===== config.mk =====
export PLATFORM = sky130hd
export DESIGN_NAME = camera_pixel_to_rgb24_converter_core
export DESIGN_NICKNAME = d
export VERILOG_FILES = /design/src/rtl/cprgb_pkg.sv /design/src/rtl/camera_pixel_to_rgb24_converter_core.sv /design/src/rtl/cprgb_terms.sv /design/src/rtl/cprgb_lane.sv
export SDC_FILE = /design/constraint.sdc
export NUM_CORES = 1
export LEC_CHECK = 0
export ABC_AREA = 1
export BUFFER_PORTS_ARGS = -buffer_cell sky130_fd_sc_hd__buf_2
export CAP_MARGIN = 30
export CORE_MARGIN = 2
export CORE_UTILIZATION = 59
export CTS_CLUSTER_DIAMETER = 60
export DETAILED_ROUTE_END_ITERATION = 8
export GPL_TIMING_DRIVEN = 0
export PLACE_DENSITY = 0.77
export SLEW_MARGIN = 20
export SYNTH_ARGS = -nofsm -noshare
export SYNTH_HDL_FRONTEND = slang
export SYNTH_SLANG_ARGS = --single-unit

===== constraint.sdc =====
create_clock -name clk_i -period 6.45 [get_ports clk_i]
set_clock_uncertainty 0.05 [all_clocks]
set_input_delay 1.29 -clock clk_i [delete_from_list [all_inputs] [get_ports clk_i]]
set_output_delay 1.29 -clock clk_i [all_outputs]
set_load 0.01 [all_outputs]

===== src/rtl/cprgb_pkg.sv =====
// ----------------------------------------------------------------------------
// cprgb_pkg
// Types and constants shared by the camera pixel to RGB24 converter.
// ----------------------------------------------------------------------------
package cprgb_pkg;

  // source format register codes
  typedef enum logic [1:0] {
    FMT_BGR24 = 2'd0,
    FMT_RGBA32 = 2'd1,
    FMT_NV12 = 2'd2,
    FMT_YUYV = 2'd3
  } cprgb_fmt_e;

  localparam cprgb_fmt_e CprgbFmtReset = FMT_BGR24;

  // pixel lanes: first pixel and second (YUYV) pixel
  localparam int unsigned CprgbLanes = 2;

  // width of a fixed point channel term (worst case sum stays below 2^18)
  localparam int unsigned CprgbSumW = 19;

  // limited range matrix
  localparam logic signed [CprgbSumW-1:0] KNv12Y = 19'sd298;
  localparam logic signed [CprgbSumW-1:0] KNv12Rv = 19'sd409;
  localparam logic signed [CprgbSumW-1:0] KNv12Gu = 19'sd100;
  localparam logic signed [CprgbSumW-1:0] KNv12Gv = 19'sd208;
  localparam logic signed [CprgbSumW-1:0] KNv12Bu = 19'sd516;
  // full range matrix
  localparam logic signed [CprgbSumW-1:0] KYuyvRv = 19'sd359;
  localparam logic signed [CprgbSumW-1:0] KYuyvGu = 19'sd88;
  localparam logic signed [CprgbSumW-1:0] KYuyvGv = 19'sd183;
  localparam logic signed [CprgbSumW-1:0] KYuyvBu = 19'sd454;

  localparam logic [7:0] KLumaOfs = 8'd16;
  localparam logic [7:0] KChromaOfs = 8'd128;
  localparam logic [7:0] KChanMax = 8'd255;

  typedef logic signed [CprgbSumW-1:0] cprgb_term_t;

  typedef struct packed {
    logic [7:0] byte_a;
    logic [7:0] byte_b;
    logic [7:0] byte_c;
    logic [7:0] byte_d;
    logic       frame_end;
  } cprgb_in_t;

  typedef struct packed {
    logic [7:0] red_first;
    logic [7:0] green_first;
    logic [7:0] blue_first;
    logic [7:0] red_second;
    logic [7:0] green_second;
    logic [7:0] blue_second;
    logic       second_valid;
    logic       frame_end_out;
  } cprgb_out_t;

  // per pixel luma terms plus shared chroma terms
  typedef struct packed {
    cprgb_term_t [CprgbLanes-1:0] luma;
    cprgb_term_t                  rv;
    cprgb_term_t                  guv;
    cprgb_term_t                  bu;
    logic                         rnd;
  } cprgb_terms_t;

  typedef struct packed {
    logic [7:0] red;
    logic [7:0] green;
    logic [7:0] blue;
  } cprgb_pix_t;

endpackage


===== src/rtl/camera_pixel_to_rgb24_converter_core.sv =====
// ----------------------------------------------------------------------------
// camera_pixel_to_rgb24_converter_core
// Converts one camera source unit (BGR24, RGBA32, NV12, YUYV) to RGB24.
//
// Channel  Dir  Handshake          Payload
// input    in   start / busy       in_i  (cprgb_in_t)
// result   out  done_o strobe      res_o (cprgb_out_t)
// config   in   cfg_we_i           cfg_wdata_i (source format)
//
// One unit per clock while busy is low; the result strobe follows start through
// the product register and the lane sum register.
// busy is high only during and directly after reset.
// Results are not held: each is valid for the single cycle done_o is high.
// ----------------------------------------------------------------------------
module camera_pixel_to_rgb24_converter_core (
  input  logic                   clk_i,
  input  logic                   rst_ni,
  input  logic                   start,
  output logic                   busy,
  input  cprgb_pkg::cprgb_in_t   in_i,
  output logic                   done_o,
  output cprgb_pkg::cprgb_out_t  res_o,
  input  logic                   cfg_we_i,
  input  logic [1:0]             cfg_wdata_i
);
  import cprgb_pkg::*;

  cprgb_fmt_e   fmt_q, fmt1_q, fmt2_q;
  logic         rdy_q, v1_q, v2_q, fe1_q, fe2_q;
  logic         accept;
  cprgb_terms_t terms;
  cprgb_pix_t   pix [CprgbLanes];
  cprgb_out_t   res;

  assign busy   = ~rdy_q;
  assign accept = start & ~busy;

  always_ff @(posedge clk_i or negedge rst_ni) begin
    if (!rst_ni) begin
      fmt_q <= CprgbFmtReset;
      rdy_q <= 1'b0;
      v1_q  <= 1'b0;
      v2_q  <= 1'b0;
    end else begin
      rdy_q <= 1'b1;
      v1_q  <= accept;
      v2_q  <= v1_q;
      if (cfg_we_i) begin
        fmt_q <= cprgb_fmt_e'(cfg_wdata_i);
      end
    end
  end

  always_ff @(posedge clk_i) begin
    fmt1_q <= fmt_q;
    fe1_q  <= in_i.frame_end;
    fmt2_q <= fmt1_q;
    fe2_q  <= fe1_q;
  end

  cprgb_terms u_terms (
    .clk_i   (clk_i),
    .fmt_i   (fmt_q),
    .in_i    (in_i),
    .terms_o (terms)
  );

  for (genvar l = 0; l < CprgbLanes; l++) begin : g_lane
    cprgb_lane u_lane (
      .clk_i  (clk_i),
      .luma_i (terms.luma[l]),
      .rv_i   (terms.rv),
      .guv_i  (terms.guv),
      .bu_i   (terms.bu),
      .rnd_i  (terms.rnd),
      .pix_o  (pix[l])
    );
  end

  // merge: second pixel only exists for YUYV pairs
  always_comb begin
    res = '0;
    res.red_first     = pix[0].red;
    res.green_first   = pix[0].green;
    res.blue_first    = pix[0].blue;
    res.frame_end_out = fe2_q;
    if (fmt2_q == FMT_YUYV) begin
      res.red_second   = pix[1].red;
      res.green_second = pix[1].green;
      res.blue_second  = pix[1].blue;
      res.second_valid = 1'b1;
    end
  end

  assign res_o  = res;
  assign done_o = v2_q;

`ifndef ASSERT_OFF
  a_latency: assert property (@(posedge clk_i) disable iff (!rst_ni)
    done_o == $past(accept, 2))
    else $error("result strobe does not follow transfer by two cycles");

  a_second_zero: assert property (@(posedge clk_i) disable iff (!rst_ni)
    (done_o && !res_o.second_valid) |->
      (res_o.red_second == 8'h00 && res_o.green_second == 8'h00 &&
       res_o.blue_second == 8'h00))
    else $error("second pixel not cleared outside YUYV");

  a_fe_pass: assert property (@(posedge clk_i) disable iff (!rst_ni)
    done_o |-> res_o.frame_end_out == $past(in_i.frame_end, 2))
    else $error("frame end flag lost");

  a_rgb_pass: assert property (@(posedge clk_i) disable iff (!rst_ni)
    (done_o && fmt2_q == FMT_RGBA32) |->
      (res_o.red_first == $past(in_i.byte_a, 2) &&
       res_o.blue_first == $past(in_i.byte_c, 2)))
    else $error("RGBA pass-through mismatch");
`endif

endmodule


===== src/rtl/cprgb_terms.sv =====
// ----------------------------------------------------------------------------
// cprgb_terms
// Product stage: forms the luma and chroma terms for the selected format.
// ----------------------------------------------------------------------------
module cprgb_terms (
  input  logic                    clk_i,
  input  cprgb_pkg::cprgb_fmt_e   fmt_i,
  input  cprgb_pkg::cprgb_in_t    in_i,
  output cprgb_pkg::cprgb_terms_t terms_o
);
  import cprgb_pkg::*;

  cprgb_terms_t terms_d, terms_q;
  logic signed [9:0] cy, du, ev, yv;
  cprgb_term_t cy_w, du_w, ev_w, yv_w;

  always_comb begin
    cy = $signed({2'b00, in_i.byte_a}) - $signed({2'b00, KLumaOfs});
    du = $signed({2'b00, in_i.byte_b}) - $signed({2'b00, KChromaOfs});
    ev = $signed({2'b00, in_i.byte_c}) - $signed({2'b00, KChromaOfs});
    yv = $signed({2'b00, in_i.byte_d}) - $signed({2'b00, KChromaOfs});
    cy_w = CprgbSumW'(cy);
    du_w = CprgbSumW'(du);
    ev_w = CprgbSumW'(ev);
    yv_w = CprgbSumW'(yv);
  end

  always_comb begin
    terms_d = '0;
    case (fmt_i)
      FMT_BGR24: begin
        // pass-through as value * 256 so the lanes return it unchanged
        terms_d.rv  = cprgb_term_t'({in_i.byte_c, 8'h00});
        terms_d.guv = cprgb_term_t'({in_i.byte_b, 8'h00});
        terms_d.bu  = cprgb_term_t'({in_i.byte_a, 8'h00});
      end
      FMT_RGBA32: begin
        terms_d.rv  = cprgb_term_t'({in_i.byte_a, 8'h00});
        terms_d.guv = cprgb_term_t'({in_i.byte_b, 8'h00});
        terms_d.bu  = cprgb_term_t'({in_i.byte_c, 8'h00});
      end
      FMT_NV12: begin
        terms_d.luma[0] = cy_w * KNv12Y;
        terms_d.rv      = ev_w * KNv12Rv;
        terms_d.guv     = -(du_w * KNv12Gu) - (ev_w * KNv12Gv);
        terms_d.bu      = du_w * KNv12Bu;
        terms_d.rnd     = 1'b1;
      end
      FMT_YUYV: begin
        terms_d.luma[0] = cprgb_term_t'({in_i.byte_a, 8'h00});
        terms_d.luma[1] = cprgb_term_t'({in_i.byte_c, 8'h00});
        terms_d.rv      = yv_w * KYuyvRv;
        terms_d.guv     = -(du_w * KYuyvGu) - (yv_w * KYuyvGv);
        terms_d.bu      = du_w * KYuyvBu;
      end
      default: terms_d = '0;
    endcase
  end

  always_ff @(posedge clk_i) begin
    terms_q <= terms_d;
  end

  assign terms_o = terms_q;

endmodule


===== src/rtl/cprgb_lane.sv =====
// ----------------------------------------------------------------------------
// cprgb_lane
// One pixel lane: adds luma and chroma terms, shifts by 8 and saturates.
// ----------------------------------------------------------------------------
module cprgb_lane (
  input  logic                  clk_i,
  input  cprgb_pkg::cprgb_term_t luma_i,
  input  cprgb_pkg::cprgb_term_t rv_i,
  input  cprgb_pkg::cprgb_term_t guv_i,
  input  cprgb_pkg::cprgb_term_t bu_i,
  input  logic                  rnd_i,
  output cprgb_pkg::cprgb_pix_t pix_o
);
  import cprgb_pkg::*;

  cprgb_pix_t pix_d, pix_q;
  cprgb_term_t rnd_w, sum_r, sum_g, sum_b;

  // floor shift by 8 then clamp to 0..255
  function automatic logic [7:0] sat_chan(input cprgb_term_t s);
    logic [7:0] r;
    if (s[CprgbSumW-1]) begin
      r = 8'h00;
    end else if (|s[CprgbSumW-2:16]) begin
      r = KChanMax;
    end else begin
      r = s[15:8];
    end
    return r;
  endfunction

  always_comb begin
    rnd_w = rnd_i ? cprgb_term_t'(KChromaOfs) : '0;
    sum_r = luma_i + rv_i + rnd_w;
    sum_g = luma_i + guv_i + rnd_w;
    sum_b = luma_i + bu_i + rnd_w;
    pix_d.red   = sat_chan(sum_r);
    pix_d.green = sat_chan(sum_g);
    pix_d.blue  = sat_chan(sum_b);
  end

  always_ff @(posedge clk_i) begin
    pix_q <= pix_d;
  end

  assign pix_o = pix_q;

endmodule


==> impl_metrics.ini <==
[routing]
dr.pass1.iters = 6
wl_per_cell_microns = 17.1
dr_total_vias = 19300
wl_microns = 60500
postRouteAntennaNets = 0
drt_iter0_markers = 1061
via_per_inst = 5.48
drc_errors = 0

[worst_hold_path]
min_path_cells = 0
min-delay-start = fmt1_q[0]$_DFF_P_
hold_end = fmt2_q[0]$_DFF_P_
min_path_type = register to register

[global_routing]
track_usage_pct = 32.1
grt_pass1_vias = 18800
antenna_found_initial = 3
gr-usage-met2_pct = 55.3
grt_max_degree = 20
met1_usage_pct = 40.6
grt_overflow = 0
grt_pass1_wl_microns = 95700
grt.busiest_layer = met2
grt_use_met3_pct = 3.52

[logic_synthesis]
synth_area_sq_um = 21100
synth_cells = 2935
synth.most_common_cell = nand2_1
synth_area_per_cell_sq_um = 7.20
syn_nets = 3556
ys_warn_count = 0
synthTopCellsByCount = nand2_1, inv_1, ha_1
ys_seq_elements = 140
yosys_most_used_dff = dfxtp_1
synth_top_cell_area_share_pct = 28.2
yosysSeqAreaShare_pct = 13.4
ys_types = 46
synth_async_sr_flop_share_pct = 3.57
synth-edff-count = 0
synth_area_leaders = ha_1, dfxtp_1, nand2_1
yosysTopAreaCell = ha_1

[sta]
slew_headroom_pct = 47.5
layout_min_cycle_time_ns = 6.22
hold_viol = 0
finalSetupViolCount = 0
fin_crit_sh_pct = 96.5
drv_slew = 0
fin_setup_tns_ns = 0
worst_slew_pin_slew_ns = 0.782
fmax_mhz = 161

[die]
rows = 69
die_area_sq_um = 37300
die_h_microns = 193
ioPinCount = 91
die_x_microns = 193
start_util_pct = 59.7
core-area_sq_um = 35400

[pwr]
p_sw_uw = 5150
cellPowerDensity_nw_per_um2 = 412
total_power_uw = 9490
seq_power_share_pct = 14.4
power_switching_share_pct = 54.2
clock_power_share_pct = 10.6
combPwrFrac_pct = 75.0
internal-power_uw = 4340
p_leak_uw = 0.0133
peakVddDrop_mv = 0.919

[cts]
hold_buffers = 0
cts_made_buffers = 17
h-tree-depth = 4
root_buffer = clkbuf_16
clk_pin_slew_ns = 0.07
cts_tree = built
cts_buffer_depth = 2
clock-sinks = 140
clkLatencyLatePin_ns = 0.44

[flow_run]
maxCapViolCount = 0

[worst_setup_path]
r2r_cells = 12
path_class = primary input to register
crit_buf_inv = 8
worstSetupEndpointType = register
r2r_slack_ns = 3.80
r2r-end = g_lane[0].u_lane.pix_o[15]$_SDFF_PP0_
max_stage_delay_ns = 0.54
arrival_ns = 6.53
cp-start-kind = primary input
cp_common_cell = nand2_1
cp_top_family = adder cells
cp.required_ns = 6.75
reg2reg_from = u_terms.terms_o[0]$_DFF_P_
cpMaxStageDelayCell = fa_1
crit_fanout = 6

[status]
status = completed

[cells_and_area]
syn2layout_area_growth_pct = 9.14
antenna_cells = 0
drive_gt1_share_pct = 7.92
layout.nets = 3675

[placement]
place_congestion = 0.942
hpwl_microns = 51100
port-buffer-count = 90
cell usage in the layout (no fill, tap or decap), types with 18 or more instances in the layout:
| cell type | count |
|---|---|
| a21o_1 | 20 |
| a21oi_1 | 203 |
| buf_2 | 99 |
| dfxtp_1 | 135 |
| fa_1 | 106 |
| ha_1 | 465 |
| inv_1 | 562 |
| nand2_1 | 593 |
| nand2_2 | 27 |
| nand3_1 | 192 |
| nand4_1 | 30 |
| nor2_1 | 188 |
| nor3_1 | 18 |
| o21ai_0 | 64 |
| o21ai_1 | 32 |
| o21bai_1 | 23 |
| xnor2_1 | 51 |
| xor2_1 | 60 |
final cells by class:
class	count	area, sq um
clock inverters	14	166
clock buffers	18	439
plain buffers	23	120
multi-input cells	2196	16200
repair buffers	100	538
fillers	3202	12300
flip-flops and latches	140	2830
well taps	461	577
inverters	576	2170
power by group through the flow:
| stage | registers [uW] | clock network, uW | logic, uW |
|---|---|---|---|
| 6_report | 1370 | 1010 | 7120 |
| 5_1_grt | 1380 | 1050 | 8040 |
| 4_1_cts | 1370 | 1030 | 6850 |
| 3_5_place_dp | 1390 | 0 | 6750 |
| 3_3_place_gp | 1380 | 0 | 6660 |
| 2_1_floorplan | 1330 | 0 | 5100 |
what timing repair did:
item                       4_1_cts  5_1_grt
pin swaps                        0        9
setup endpoints to repair        8        9
resized for setup               10       39
buffers inserted                 3        7
worst register-to-register path: stages (launching register included):
cell     delay (ns)
dfxtp_1        0.55
fa_1           0.47
ha_1           0.34
nand2_1        0.16
inv_1          0.06
a21oi_1        0.13
nand2_1        0.16
nand2_1        0.12
nand2_1        0.05
nand2_1        0.06
nand2_1        0.08
nor2_4         0.20
a21oi_1        0.10
sequential cells by signal, summed over array words and instances, names as in the netlist:
| name | flops |
|---|---|
| done_o | 1 |
| fe1_q | 1 |
| fe2_q | 1 |
| fmt1_q | 2 |
| fmt2_q | 2 |
| fmt_q | 2 |
| g_lane.u_lane.pix_o | 48 |
| rdy_q | 1 |
| u_terms.terms_o | 81 |
| v1_q | 1 |
routing by layer:
layer | routed length (microns) | part of all wire [%]
met5 | 11 | 0.018
met4 | 2520 | 4.2
met3 | 3160 | 5.2
met2 | 28700 | 47
met1 | 26100 | 43
metrics by stage:
step	utilization, %	hold slack [ns]	std cells	area [sq um]	worst slack, ns
6_report	65.2	0.280	3528	23100	0.228
5_1_grt	65.2	0.283	3528	23100	-0.0612
4_1_cts	64.5	0.279	3521	22800	-0.0257
3_5_place_dp	62.6	0.262	3486	22200	-0.872
3_3_place_gp	62.6	0.263	3486	22200	-0.839
2_1_floorplan	-	0.260	2935	21100	0.315
kinds of logic after synthesis:
logic type               share of synthesized area [%]
adder cells (fa/ha/maj)                           38.2
buffers and inverters                             10.8
AO/OA/AOI/OAI                                     10.4
other                                           0.0177
XOR/XNOR                                          4.73
flip-flops                                        13.4
AND/OR/NAND/NOR                                   22.5
worst max path at each step:
| stage | startpoint | end | cells after the start |
|---|---|---|---|
| after floorplan | in_i[8] | u_terms.terms_o[36]$_DFF_P_ | 25 |
| after global placement | in_i[8] | u_terms.terms_o[37]$_DFF_P_ | 28 |
| after detailed placement | in_i[8] | u_terms.terms_o[37]$_DFF_P_ | 28 |
| after CTS | in_i[8] | u_terms.terms_o[37]$_DFF_P_ | 28 |
| after global routing | in_i[8] | u_terms.terms_o[37]$_DFF_P_ | 29 |
| final | in_i[8] | u_terms.terms_o[38]$_DFF_P_ | 32 |
Power figures use the tool's default switching activity.
